===== config.mk =====
export PLATFORM = sky130hd
export DESIGN_NAME = swept_box_collision_time
export DESIGN_NICKNAME = d
export VERILOG_FILES = /design/src/swc_pkg.sv /design/src/swc_div.sv /design/src/swc_fold.sv /design/src/swept_box_collision_time.sv
export SDC_FILE = /design/constraint.sdc
export NUM_CORES = 1
export LEC_CHECK = 0
export BUFFER_PORTS_ARGS = -buffer_cell sky130_fd_sc_hd__buf_2
export CORE_MARGIN = 2
export CORE_UTILIZATION = 60
export DETAILED_ROUTE_END_ITERATION = 8
export PLACE_DENSITY = 0.83
export SYNTH_ARGS = -nofsm -noshare
export SYNTH_HDL_FRONTEND = slang
export SYNTH_SLANG_ARGS = --single-unit

===== constraint.sdc =====
create_clock -name clk -period 7.7 [get_ports clk]
set_clock_uncertainty 0.15 [all_clocks]
set_input_delay 0.77 -clock clk [delete_from_list [all_inputs] [get_ports clk]]
set_output_delay 0.77 -clock clk [all_outputs]
set_load 0.1 [all_outputs]

===== src/swc_pkg.sv =====
// Shared constants, types and state encodings of the swept box collision block.
package swc_pkg;

  localparam int COORD_BITS   = 32;
  localparam int DIST_BITS    = COORD_BITS + 1;
  localparam int FIELD_COUNT  = 5;
  localparam int IN_DATA_BITS = ((FIELD_COUNT * COORD_BITS + 7) / 8) * 8;

  // Times are signed Q2.16 held in 20 bits; the quotient magnitude has 17 bits
  // plus one bit for the saturated value 2.0.
  localparam int TIME_BITS     = 20;
  localparam int QUO_BITS      = 17;
  localparam int STEP_BITS     = $clog2(QUO_BITS);
  localparam int OUT_TIME_BITS = 17;
  localparam int OUT_USED_BITS = OUT_TIME_BITS + 3;
  localparam int OUT_DATA_BITS = ((OUT_USED_BITS + 7) / 8) * 8;

  localparam logic signed [TIME_BITS-1:0] TIME_NEG_INF = 20'sh80000;
  localparam logic signed [TIME_BITS-1:0] TIME_POS_INF = 20'sh7FFFF;
  localparam logic signed [TIME_BITS-1:0] TIME_ONE     = 20'sd65536;
  localparam logic [QUO_BITS:0]           TIME_TWO     = 18'd131072;
  localparam logic [OUT_TIME_BITS-1:0]    OUT_TIME_ONE = 17'd65536;

  localparam logic [1:0] AXIS_Z      = 2'd2;
  localparam logic [1:0] AXIS_NONE   = 2'd3;
  localparam logic [1:0] NORMAL_NONE = 2'd0;

  typedef enum logic [1:0] {
    ST_IDLE,
    ST_DIV,
    ST_FOLD
  } swc_state_t;

  typedef enum logic [2:0] {
    DV_IDLE,
    DV_ABS,
    DV_CHECK,
    DV_STEP,
    DV_FINISH
  } div_state_t;

  typedef struct packed {
    logic       fold;
    logic       close;
    logic [1:0] axis;
    logic       dent_nonneg;
    logic       vel_zero;
  } fold_req_t;

  typedef struct packed {
    logic                     hit;
    logic [OUT_TIME_BITS-1:0] coll_time;
    logic [1:0]               normal_axis;
    logic                     normal_negative;
  } result_t;

endpackage


===== src/swc_div.sv =====
// Shift-subtract divider: one quotient bit per cycle, floor to Q2.16, saturated to 2.0.
module swc_div (
  input  logic                                  clk,
  input  logic                                  rst,
  input  logic                                  start,
  input  logic signed [swc_pkg::DIST_BITS-1:0]  distance,
  input  logic signed [swc_pkg::COORD_BITS-1:0] vel,
  output logic                                  done,
  output logic signed [swc_pkg::TIME_BITS-1:0]  quot
);
  import swc_pkg::*;

  div_state_t state, state_next;

  logic signed [DIST_BITS-1:0]  d_raw;
  logic signed [COORD_BITS-1:0] v_raw;
  logic [DIST_BITS-1:0]         ud;
  logic [COORD_BITS-1:0]        uv;
  logic                         neg;
  logic                         sat;
  logic [DIST_BITS-1:0]         rem;
  logic [QUO_BITS:0]            q;
  logic [STEP_BITS-1:0]         step;

  logic do_abs, do_check, do_step, do_finish;
  logic sat_cond, fits, last_step;
  logic [DIST_BITS-1:0] trial, diff;
  logic signed [TIME_BITS-1:0] qe;

  assign sat_cond  = ud >= {uv, 1'b0};
  assign trial     = (step == '0) ? rem : {rem[DIST_BITS-2:0], 1'b0};
  assign fits      = trial >= {1'b0, uv};
  assign diff      = trial - {1'b0, uv};
  assign last_step = step == STEP_BITS'(QUO_BITS - 1);
  assign qe        = $signed({{(TIME_BITS-QUO_BITS-1){1'b0}}, q});

  always_comb begin
    state_next = state;
    case (state)
      DV_IDLE:   if (start) state_next = DV_ABS;
      DV_ABS:    state_next = DV_CHECK;
      DV_CHECK:  state_next = sat_cond ? DV_FINISH : DV_STEP;
      DV_STEP:   if (last_step) state_next = DV_FINISH;
      DV_FINISH: state_next = DV_IDLE;
      default:   state_next = DV_IDLE;
    endcase
  end

  always_comb begin
    do_abs    = 1'b0;
    do_check  = 1'b0;
    do_step   = 1'b0;
    do_finish = 1'b0;
    case (state)
      DV_ABS:    do_abs = 1'b1;
      DV_CHECK:  do_check = 1'b1;
      DV_STEP:   do_step = 1'b1;
      DV_FINISH: do_finish = 1'b1;
      default: begin
      end
    endcase
  end

  always_ff @(posedge clk) begin
    if (rst) begin
      state <= DV_IDLE;
      done  <= 1'b0;
    end else begin
      state <= state_next;
      if (start) begin
        done <= 1'b0;
      end else if (do_finish) begin
        done <= 1'b1;
      end
    end
  end

  always_ff @(posedge clk) begin
    if (start) begin
      d_raw <= distance;
      v_raw <= vel;
    end
    if (do_abs) begin
      ud  <= d_raw[DIST_BITS-1] ? $unsigned(-d_raw) : $unsigned(d_raw);
      uv  <= v_raw[COORD_BITS-1] ? $unsigned(-v_raw) : $unsigned(v_raw);
      neg <= (d_raw != '0) && (d_raw[DIST_BITS-1] ^ v_raw[COORD_BITS-1]);
    end
    if (do_check) begin
      rem  <= ud;
      step <= '0;
      sat  <= sat_cond;
      q    <= sat_cond ? TIME_TWO : '0;
    end
    if (do_step) begin
      rem  <= fits ? diff : trial;
      q    <= {q[QUO_BITS-1:0], fits};
      step <= step + STEP_BITS'(1);
    end
    if (do_finish) begin
      // A negative quotient with a remainder rounds down: -(q + 1) is ~q.
      if (neg) begin
        quot <= ((rem != '0) && !sat) ? ~qe : -qe;
      end else begin
        quot <= qe;
      end
    end
  end

endmodule


===== src/swc_fold.sv =====
// Running entry and exit times of a query and the result formed when it closes.
module swc_fold (
  input  logic                                 clk,
  input  logic                                 rst,
  input  swc_pkg::fold_req_t                   req,
  input  logic signed [swc_pkg::TIME_BITS-1:0] ent_q,
  input  logic signed [swc_pkg::TIME_BITS-1:0] ext_q,
  output swc_pkg::result_t                     res
);
  import swc_pkg::*;

  logic signed [TIME_BITS-1:0] best_entry;
  logic signed [TIME_BITS-1:0] least_exit;
  logic [1:0]                  best_axis;
  logic                        best_sign_negative;
  logic                        any_entry_above_one;
  logic                        all_entries_negative;

  logic signed [TIME_BITS-1:0] ent, ext;
  logic signed [TIME_BITS-1:0] best_entry_next, least_exit_next;
  logic [1:0]                  best_axis_next;
  logic                        best_sign_negative_next;
  logic                        any_entry_above_one_next;
  logic                        all_entries_negative_next;
  logic                        take, hit;

  assign ent  = req.vel_zero ? TIME_NEG_INF : ent_q;
  assign ext  = req.vel_zero ? TIME_POS_INF : ext_q;
  assign take = ent >= best_entry;

  always_comb begin
    best_entry_next           = take ? ent : best_entry;
    best_axis_next            = take ? 2'(req.axis + 2'd1) : best_axis;
    best_sign_negative_next   = take ? req.dent_nonneg : best_sign_negative;
    least_exit_next           = (ext < least_exit) ? ext : least_exit;
    any_entry_above_one_next  = any_entry_above_one | (ent > TIME_ONE);
    all_entries_negative_next = all_entries_negative & ent[TIME_BITS-1];
    hit = !(best_entry_next > least_exit_next) && !all_entries_negative_next &&
          !any_entry_above_one_next;
    if (hit) begin
      res.hit             = 1'b1;
      res.coll_time       = best_entry_next[OUT_TIME_BITS-1:0];
      res.normal_axis     = best_axis_next;
      res.normal_negative = best_sign_negative_next;
    end else begin
      res.hit             = 1'b0;
      res.coll_time       = OUT_TIME_ONE;
      res.normal_axis     = NORMAL_NONE;
      res.normal_negative = 1'b0;
    end
  end

  always_ff @(posedge clk) begin
    if (rst || (req.fold && req.close)) begin
      best_entry           <= TIME_NEG_INF;
      least_exit           <= TIME_POS_INF;
      best_axis            <= NORMAL_NONE;
      best_sign_negative   <= 1'b0;
      any_entry_above_one  <= 1'b0;
      all_entries_negative <= 1'b1;
    end else if (req.fold) begin
      best_entry           <= best_entry_next;
      least_exit           <= least_exit_next;
      best_axis            <= best_axis_next;
      best_sign_negative   <= best_sign_negative_next;
      any_entry_above_one  <= any_entry_above_one_next;
      all_entries_negative <= all_entries_negative_next;
    end
  end

endmodule


===== src/swept_box_collision_time.sv =====
// Top level of the swept box collision block: input capture, divider control and result register.
//
//   Channel   Direction  tdata (low bits first)                       tuser
//   s_*       request in moving_min, moving_max, target_min,          axis
//                        target_max, velocity (32 bits each)
//   m_*       result out collision_time[16:0], normal_axis[18:17],    hit
//                        normal_negative[19], zero pad [23:20]
//
// From acceptance to the next acceptance an axis request passes through the capture,
// magnitude, range check, quotient bit, rounding and fold steps; the 17 quotient
// bits come from the two shift-subtract dividers, which run side by side.
// When both quotients saturate (including zero velocity) the quotient bit steps are
// skipped; a request with axis 3 is dropped in its accepting cycle.
// Reset is synchronous and clears the query state and the valid flag of the result register.
// A z request that finds the previous result still untaken waits in the fold
// step; x and y requests still fold, but no new request is taken while it waits.
module swept_box_collision_time (
  input  logic                                clk,
  input  logic                                rst,
  input  logic                                s_tvalid,
  output logic                                s_tready,
  // moving_min, moving_max, target_min, target_max, velocity
  input  logic [swc_pkg::IN_DATA_BITS-1:0]    s_tdata,
  // axis
  input  logic [1:0]                          s_tuser,
  output logic                                m_tvalid,
  input  logic                                m_tready,
  // collision_time, normal_axis, normal_negative, zero pad
  output logic [swc_pkg::OUT_DATA_BITS-1:0]   m_tdata,
  // hit
  output logic                                m_tuser
);
  import swc_pkg::*;

  swc_state_t state, state_next;

  logic signed [COORD_BITS-1:0] moving_min, moving_max, target_min, target_max, velocity;
  logic signed [DIST_BITS-1:0]  d_lo, d_hi, dent, dexit;
  logic                         vel_pos, accept, start;

  logic [1:0] axis_r;
  logic       vel_zero_r;
  logic       dent_nonneg_r;

  logic                        ent_done, ext_done;
  logic signed [TIME_BITS-1:0] ent_q, ext_q;
  logic                        close, fold_en, load_out;
  fold_req_t                   req;
  result_t                     res;
  result_t                     out_r;

  // Unpack the coordinates of one axis request.
  assign moving_min = $signed(s_tdata[COORD_BITS-1:0]);
  assign moving_max = $signed(s_tdata[2*COORD_BITS-1:COORD_BITS]);
  assign target_min = $signed(s_tdata[3*COORD_BITS-1:2*COORD_BITS]);
  assign target_max = $signed(s_tdata[4*COORD_BITS-1:3*COORD_BITS]);
  assign velocity   = $signed(s_tdata[5*COORD_BITS-1:4*COORD_BITS]);

  // Distances are one bit wider than coordinates so the difference never wraps.
  assign d_lo    = DIST_BITS'(target_min) - DIST_BITS'(moving_max);
  assign d_hi    = DIST_BITS'(target_max) - DIST_BITS'(moving_min);
  assign vel_pos = !velocity[COORD_BITS-1] && (velocity != '0);
  assign dent    = vel_pos ? d_lo : d_hi;
  assign dexit   = vel_pos ? d_hi : d_lo;

  assign accept = s_tvalid && s_tready;
  assign start  = accept && (s_tuser != AXIS_NONE);
  assign close  = axis_r == AXIS_Z;

  always_comb begin
    state_next = state;
    case (state)
      ST_IDLE: if (start) state_next = ST_DIV;
      ST_DIV:  if (ent_done && ext_done) state_next = ST_FOLD;
      ST_FOLD: if (fold_en) state_next = ST_IDLE;
      default: state_next = ST_IDLE;
    endcase
  end

  always_comb begin
    s_tready = 1'b0;
    fold_en  = 1'b0;
    case (state)
      ST_IDLE: s_tready = 1'b1;
      ST_FOLD: fold_en = !(close && m_tvalid && !m_tready);
      default: begin
      end
    endcase
  end

  assign load_out = fold_en && close;

  always_ff @(posedge clk) begin
    if (rst) begin
      state <= ST_IDLE;
    end else begin
      state <= state_next;
    end
  end

  always_ff @(posedge clk) begin
    if (start) begin
      axis_r        <= s_tuser;
      vel_zero_r    <= velocity == '0;
      dent_nonneg_r <= !dent[DIST_BITS-1];
    end
  end

  // Entry and exit quotients are computed in step by two identical dividers.
  swc_div u_div_entry (
    .clk      (clk),
    .rst      (rst),
    .start    (start),
    .distance (dent),
    .vel      (velocity),
    .done     (ent_done),
    .quot     (ent_q)
  );

  swc_div u_div_exit (
    .clk      (clk),
    .rst      (rst),
    .start    (start),
    .distance (dexit),
    .vel      (velocity),
    .done     (ext_done),
    .quot     (ext_q)
  );

  always_comb begin
    req.fold        = fold_en;
    req.close       = close;
    req.axis        = axis_r;
    req.dent_nonneg = dent_nonneg_r;
    req.vel_zero    = vel_zero_r;
  end

  swc_fold u_fold (
    .clk   (clk),
    .rst   (rst),
    .req   (req),
    .ent_q (ent_q),
    .ext_q (ext_q),
    .res   (res)
  );

  // Result register: it holds a finished result while the consumer stalls.
  always_ff @(posedge clk) begin
    if (rst) begin
      m_tvalid <= 1'b0;
    end else if (load_out) begin
      m_tvalid <= 1'b1;
    end else if (m_tready) begin
      m_tvalid <= 1'b0;
    end
  end

  always_ff @(posedge clk) begin
    if (load_out) begin
      out_r <= res;
    end
  end

  assign m_tuser = out_r.hit;
  assign m_tdata = {{(OUT_DATA_BITS-OUT_USED_BITS){1'b0}}, out_r.normal_negative,
                    out_r.normal_axis, out_r.coll_time};

endmodule


==> flow_summary.toml <==
[outcome]
status = "finished, final reports clean"

[routing]
drt-initial-drc-count = 2033
dr.pass1.iters = 6
topRoutingLayerUsed = "met4"
routed_via_density = 6.163
ant_nets = 0
wl_met3_um = 5682
wl_met2_um = 39350
drc = 0
routed_wl_um = 81950
vias = 25570
wl_met1_um = 32920
avgRoutedWirePerCell_um = 19.76

[sta]
finalSetupTns_ns = 0
period_needed_ns = 6.675
hold_viol = 0
rsz0062_at_grt = "false"
tightest_slew_ns = 1.144
relSlewSlack = 0.2371
max_freq_ghz = 0.1498
fin_crit_sh = 0.8668
drv_slew = 0
finalSetupViolations = 0

[yosys]
synth_enable_flop_cells = 409
synth_top_area_share = 0.3856
synth-warning-count = 0
synthTopCellsByArea = "edfxtp_1 (39%), ha_1 (10%), xnor2_1 (4.9%)"
synth_flop_cell = "edfxtp_1"
synthTopCellsByCount = "edfxtp_1 (409), nand2_1 (314), o21ai_0 (286), ha_1 (261), inv_1 (238)"
postSynthRegisterBits = 465
synth_cell_types = 79
async_reset_ff_frac = 0
synth_area_um2 = 31850
postSynthAreaPerCell_um2 = 9.725
synth.most_common_cell = "edfxtp_1"
yosys.area.top_type = "edfxtp_1"
syn_inst = 3275
synth-seq-area-share = 0.4208

[worst_setup_path]
crit_family = "compound AO/OA/AOI/OAI gates"
path_buf_inv = 1
crit_top_cell = "o21ai_0"
path_cells = "or2_2, ha_1, a21o_1, a21o_1, a2111oi_0, o21ai_0, a31oi_1, o21a_1, mux2_2, o21ai_0, ha_1, nand4_1, nor3_1, nand4_1, o21ai_0, o211ai_1, or3_1, inv_1, o211ai_1"
crit_arrival_ns = 6.84
critical_path_class = "reg -> reg"
startpoint_type = "register"
required_ns = 7.87
r2r_start = "vel_zero_r"
cp.depth = 19
path_max_fanout = 55
cp_slowest_stage_delay_ns = 0.74
slowest_stage = "edfxtp_1"
reg2regPathDepth = 19
critPathLaunch = "vel_zero_r"
cp-end-kind = "register"

[global_route]
grt_use_total = 0.2992
overflow = 0
grt_pass1_vias = 24420
grt_antenna_before_repair = 2
grt_max_degree = 75
grt_pass1_wl_um = 129400

[clock_tree]
post_cts_resized = 0
clock_path_buffers = 3
htreeDepth = 2
cts_root_buf = "clkbuf_16"
cts_buffers = 48
cts_tree = "yes"
postCtsSetupRepairBufs = 0
clkSlewWorstSetupHoldPaths_ns = 0.06
hold_buffers = 0
clkSinkCount = 465
insertion_delay_ns = 0.60

[hold_path]
hold_start = "s_tdata[156]"
worstHoldPathType = "in -> reg"
hold_depth = 1

[floorplanning]
fp.dieH_um = 234.4
ios = 193
die_area_um2 = 54940
num_rows = 84
start_util = 0.6061
core_region_area_um2 = 52550
die_x_um = 234.4

[placement]
port_buffers = 188
gp_congestion = 0.9549
hpwl_um = 62670
place_area_um2 = 33460
placed_cells = 4061

[run]
maxCapViolCount = 0

[cells_and_area]
drive_gt1_frac = 0.1237
area_delta_synth_final_pct = 10.03
final_nets = 3854
stdcell_count = 4148
fin_area_um2 = 35040

[power_and_ir_drop]
finalPower_w = 0.007287
p_leak_nw = 14.49
power.density_nw_per_um2 = 208.0
ir_drop_mv = 0.1771
routing by layer:
layer / vias up / track usage
li1: 12340 / -
met1: 11970 / 0.3717
met2: 1060 / 0.5143
met3: 200 / 0.04329
met4: 0 / 0.1401
met5: - / 0
registers in the layout, indices dropped and copies added (netlist names), 3 cells and up:
| name | flops |
|---|---|
| u_div_entry.quot | 20 |
| u_div_exit.rem | 33 |
| u_div_entry.rem | 33 |
| u_fold.least_exit | 20 |
| m_tdata | 20 |
| u_fold.best_entry | 20 |
| u_div_exit.state | 3 |
| u_div_exit.q | 18 |
| u_div_exit.step | 5 |
| u_div_entry.state | 3 |
| u_div_entry.step | 5 |
| u_div_entry.q | 18 |
| u_div_entry.ud | 33 |
| u_div_entry.d_raw | 33 |
| u_div_exit.ud | 33 |
| u_div_entry.uv | 32 |
| u_div_exit.uv | 32 |
| u_div_exit.quot | 20 |
| u_div_exit.d_raw | 33 |
| u_div_exit.v_raw | 32 |
through the flow:
| step | util | setup WS (ns) | hold slack (ns) |
|---|---|---|---|
| 2_1_floorplan | - | 0.04690 | 0.2901 |
| 3_3_place_gp | 0.6367 | 1.260 | 0.3216 |
| 3_5_place_dp | 0.6367 | 1.150 | 0.3226 |
| 4_1_cts | 0.6668 | 1.118 | 0.1922 |
| 5_1_grt | 0.6668 | 0.3015 | 0.2109 |
| 6_report | 0.6669 | 1.025 | 0.2122 |
worst reg2reg max path, stage by stage, from the launching register on:
cell	delay, ns
edfxtp_1	0.74
or2_2	0.46
ha_1	0.31
a21o_1	0.18
a21o_1	0.16
a2111oi_0	0.44
o21ai_0	0.15
a31oi_1	0.25
o21a_1	0.20
mux2_2	0.73
o21ai_0	0.23
ha_1	0.35
nand4_1	0.16
nor3_1	0.32
nand4_1	0.20
o21ai_0	0.26
o211ai_1	0.10
or3_1	0.68
inv_1	0.20
o211ai_1	0.12
cells in the final DEF, fill, tap and decap left out, types with 10 or more instances in the layout:
master     count
buf_4         22
nor2_1       165
buf_2        188
mux2_2        79
nand3b_1      10
o41ai_1       13
o21a_1        27
clkbuf_1      11
a211o_1       10
a21oi_1      207
nor2b_1       49
and2_1        11
xor2_1        51
nand4_1       42
nor4_1        36
a21o_1        85
o21ai_0      286
edfxtp_1     409
xnor2_1      177
nand2_1      313
or4_1         19
o31ai_1       51
clkbuf_16     50
and3_1        55
mux2i_1       83
or2_2         27
o211ai_1      17
ha_1         261
a211oi_1      18
nor3_1        56
inv_1        238
or3_1         24
dfxtp_1       56
nand2b_1      40
o21bai_1      16
nand3_1       62
a31oi_1       31
power by group:
part	total, W	internal, W	switching, W
clock	0.00236	0.00138	0.000981
sequential	0.00319	0.00302	0.000172
combinational	0.00174	0.000703	0.00104
total	0.00729	0.00510	0.00219
final timing paths:
kind | to | slack (ns)
worst max-delay path | m_tdata[16] | 1.03
worst min-delay path | u_div_exit.v_raw[28] | 0.21
worst max register to register | m_tdata[16] | 1.03
worst min register to register | u_fold.all_entries_negative | 0.33
layout make-up:
class                           instances  area [um^2]
Tap cell                              688        860.8
Inverter                              238        893.4
Fill cell                            4094        17510
Sequential cell                       465        13400
Multi-Input combinational cell       2460        17190
Clock buffer                           67         1375
Clock inverter                         19        209.0
Timing Repair Buffer                  210         1106
Antenna cell                            1        2.502
cells by family (layout without fill, tap and decap cells):
| group | Yosys count | after routing | share of synthesized area |
|---|---|---|---|
| and+or+nand+nor | 956 | 956 | 0.1505 |
| muxes | 162 | 162 | 0.05402 |
| other | 1 | 5 | 0.0001177 |
| xor gates and xnor gates | 228 | 228 | 0.06270 |
| adders and majority gates | 265 | 265 | 0.1050 |
| buffers and inverters | 353 | 534 | 0.04219 |
| AOI/OAI and AO/OA | 845 | 845 | 0.1646 |
| DFF | 465 | 465 | 0.4208 |
(Power assumes the default switching activity.)
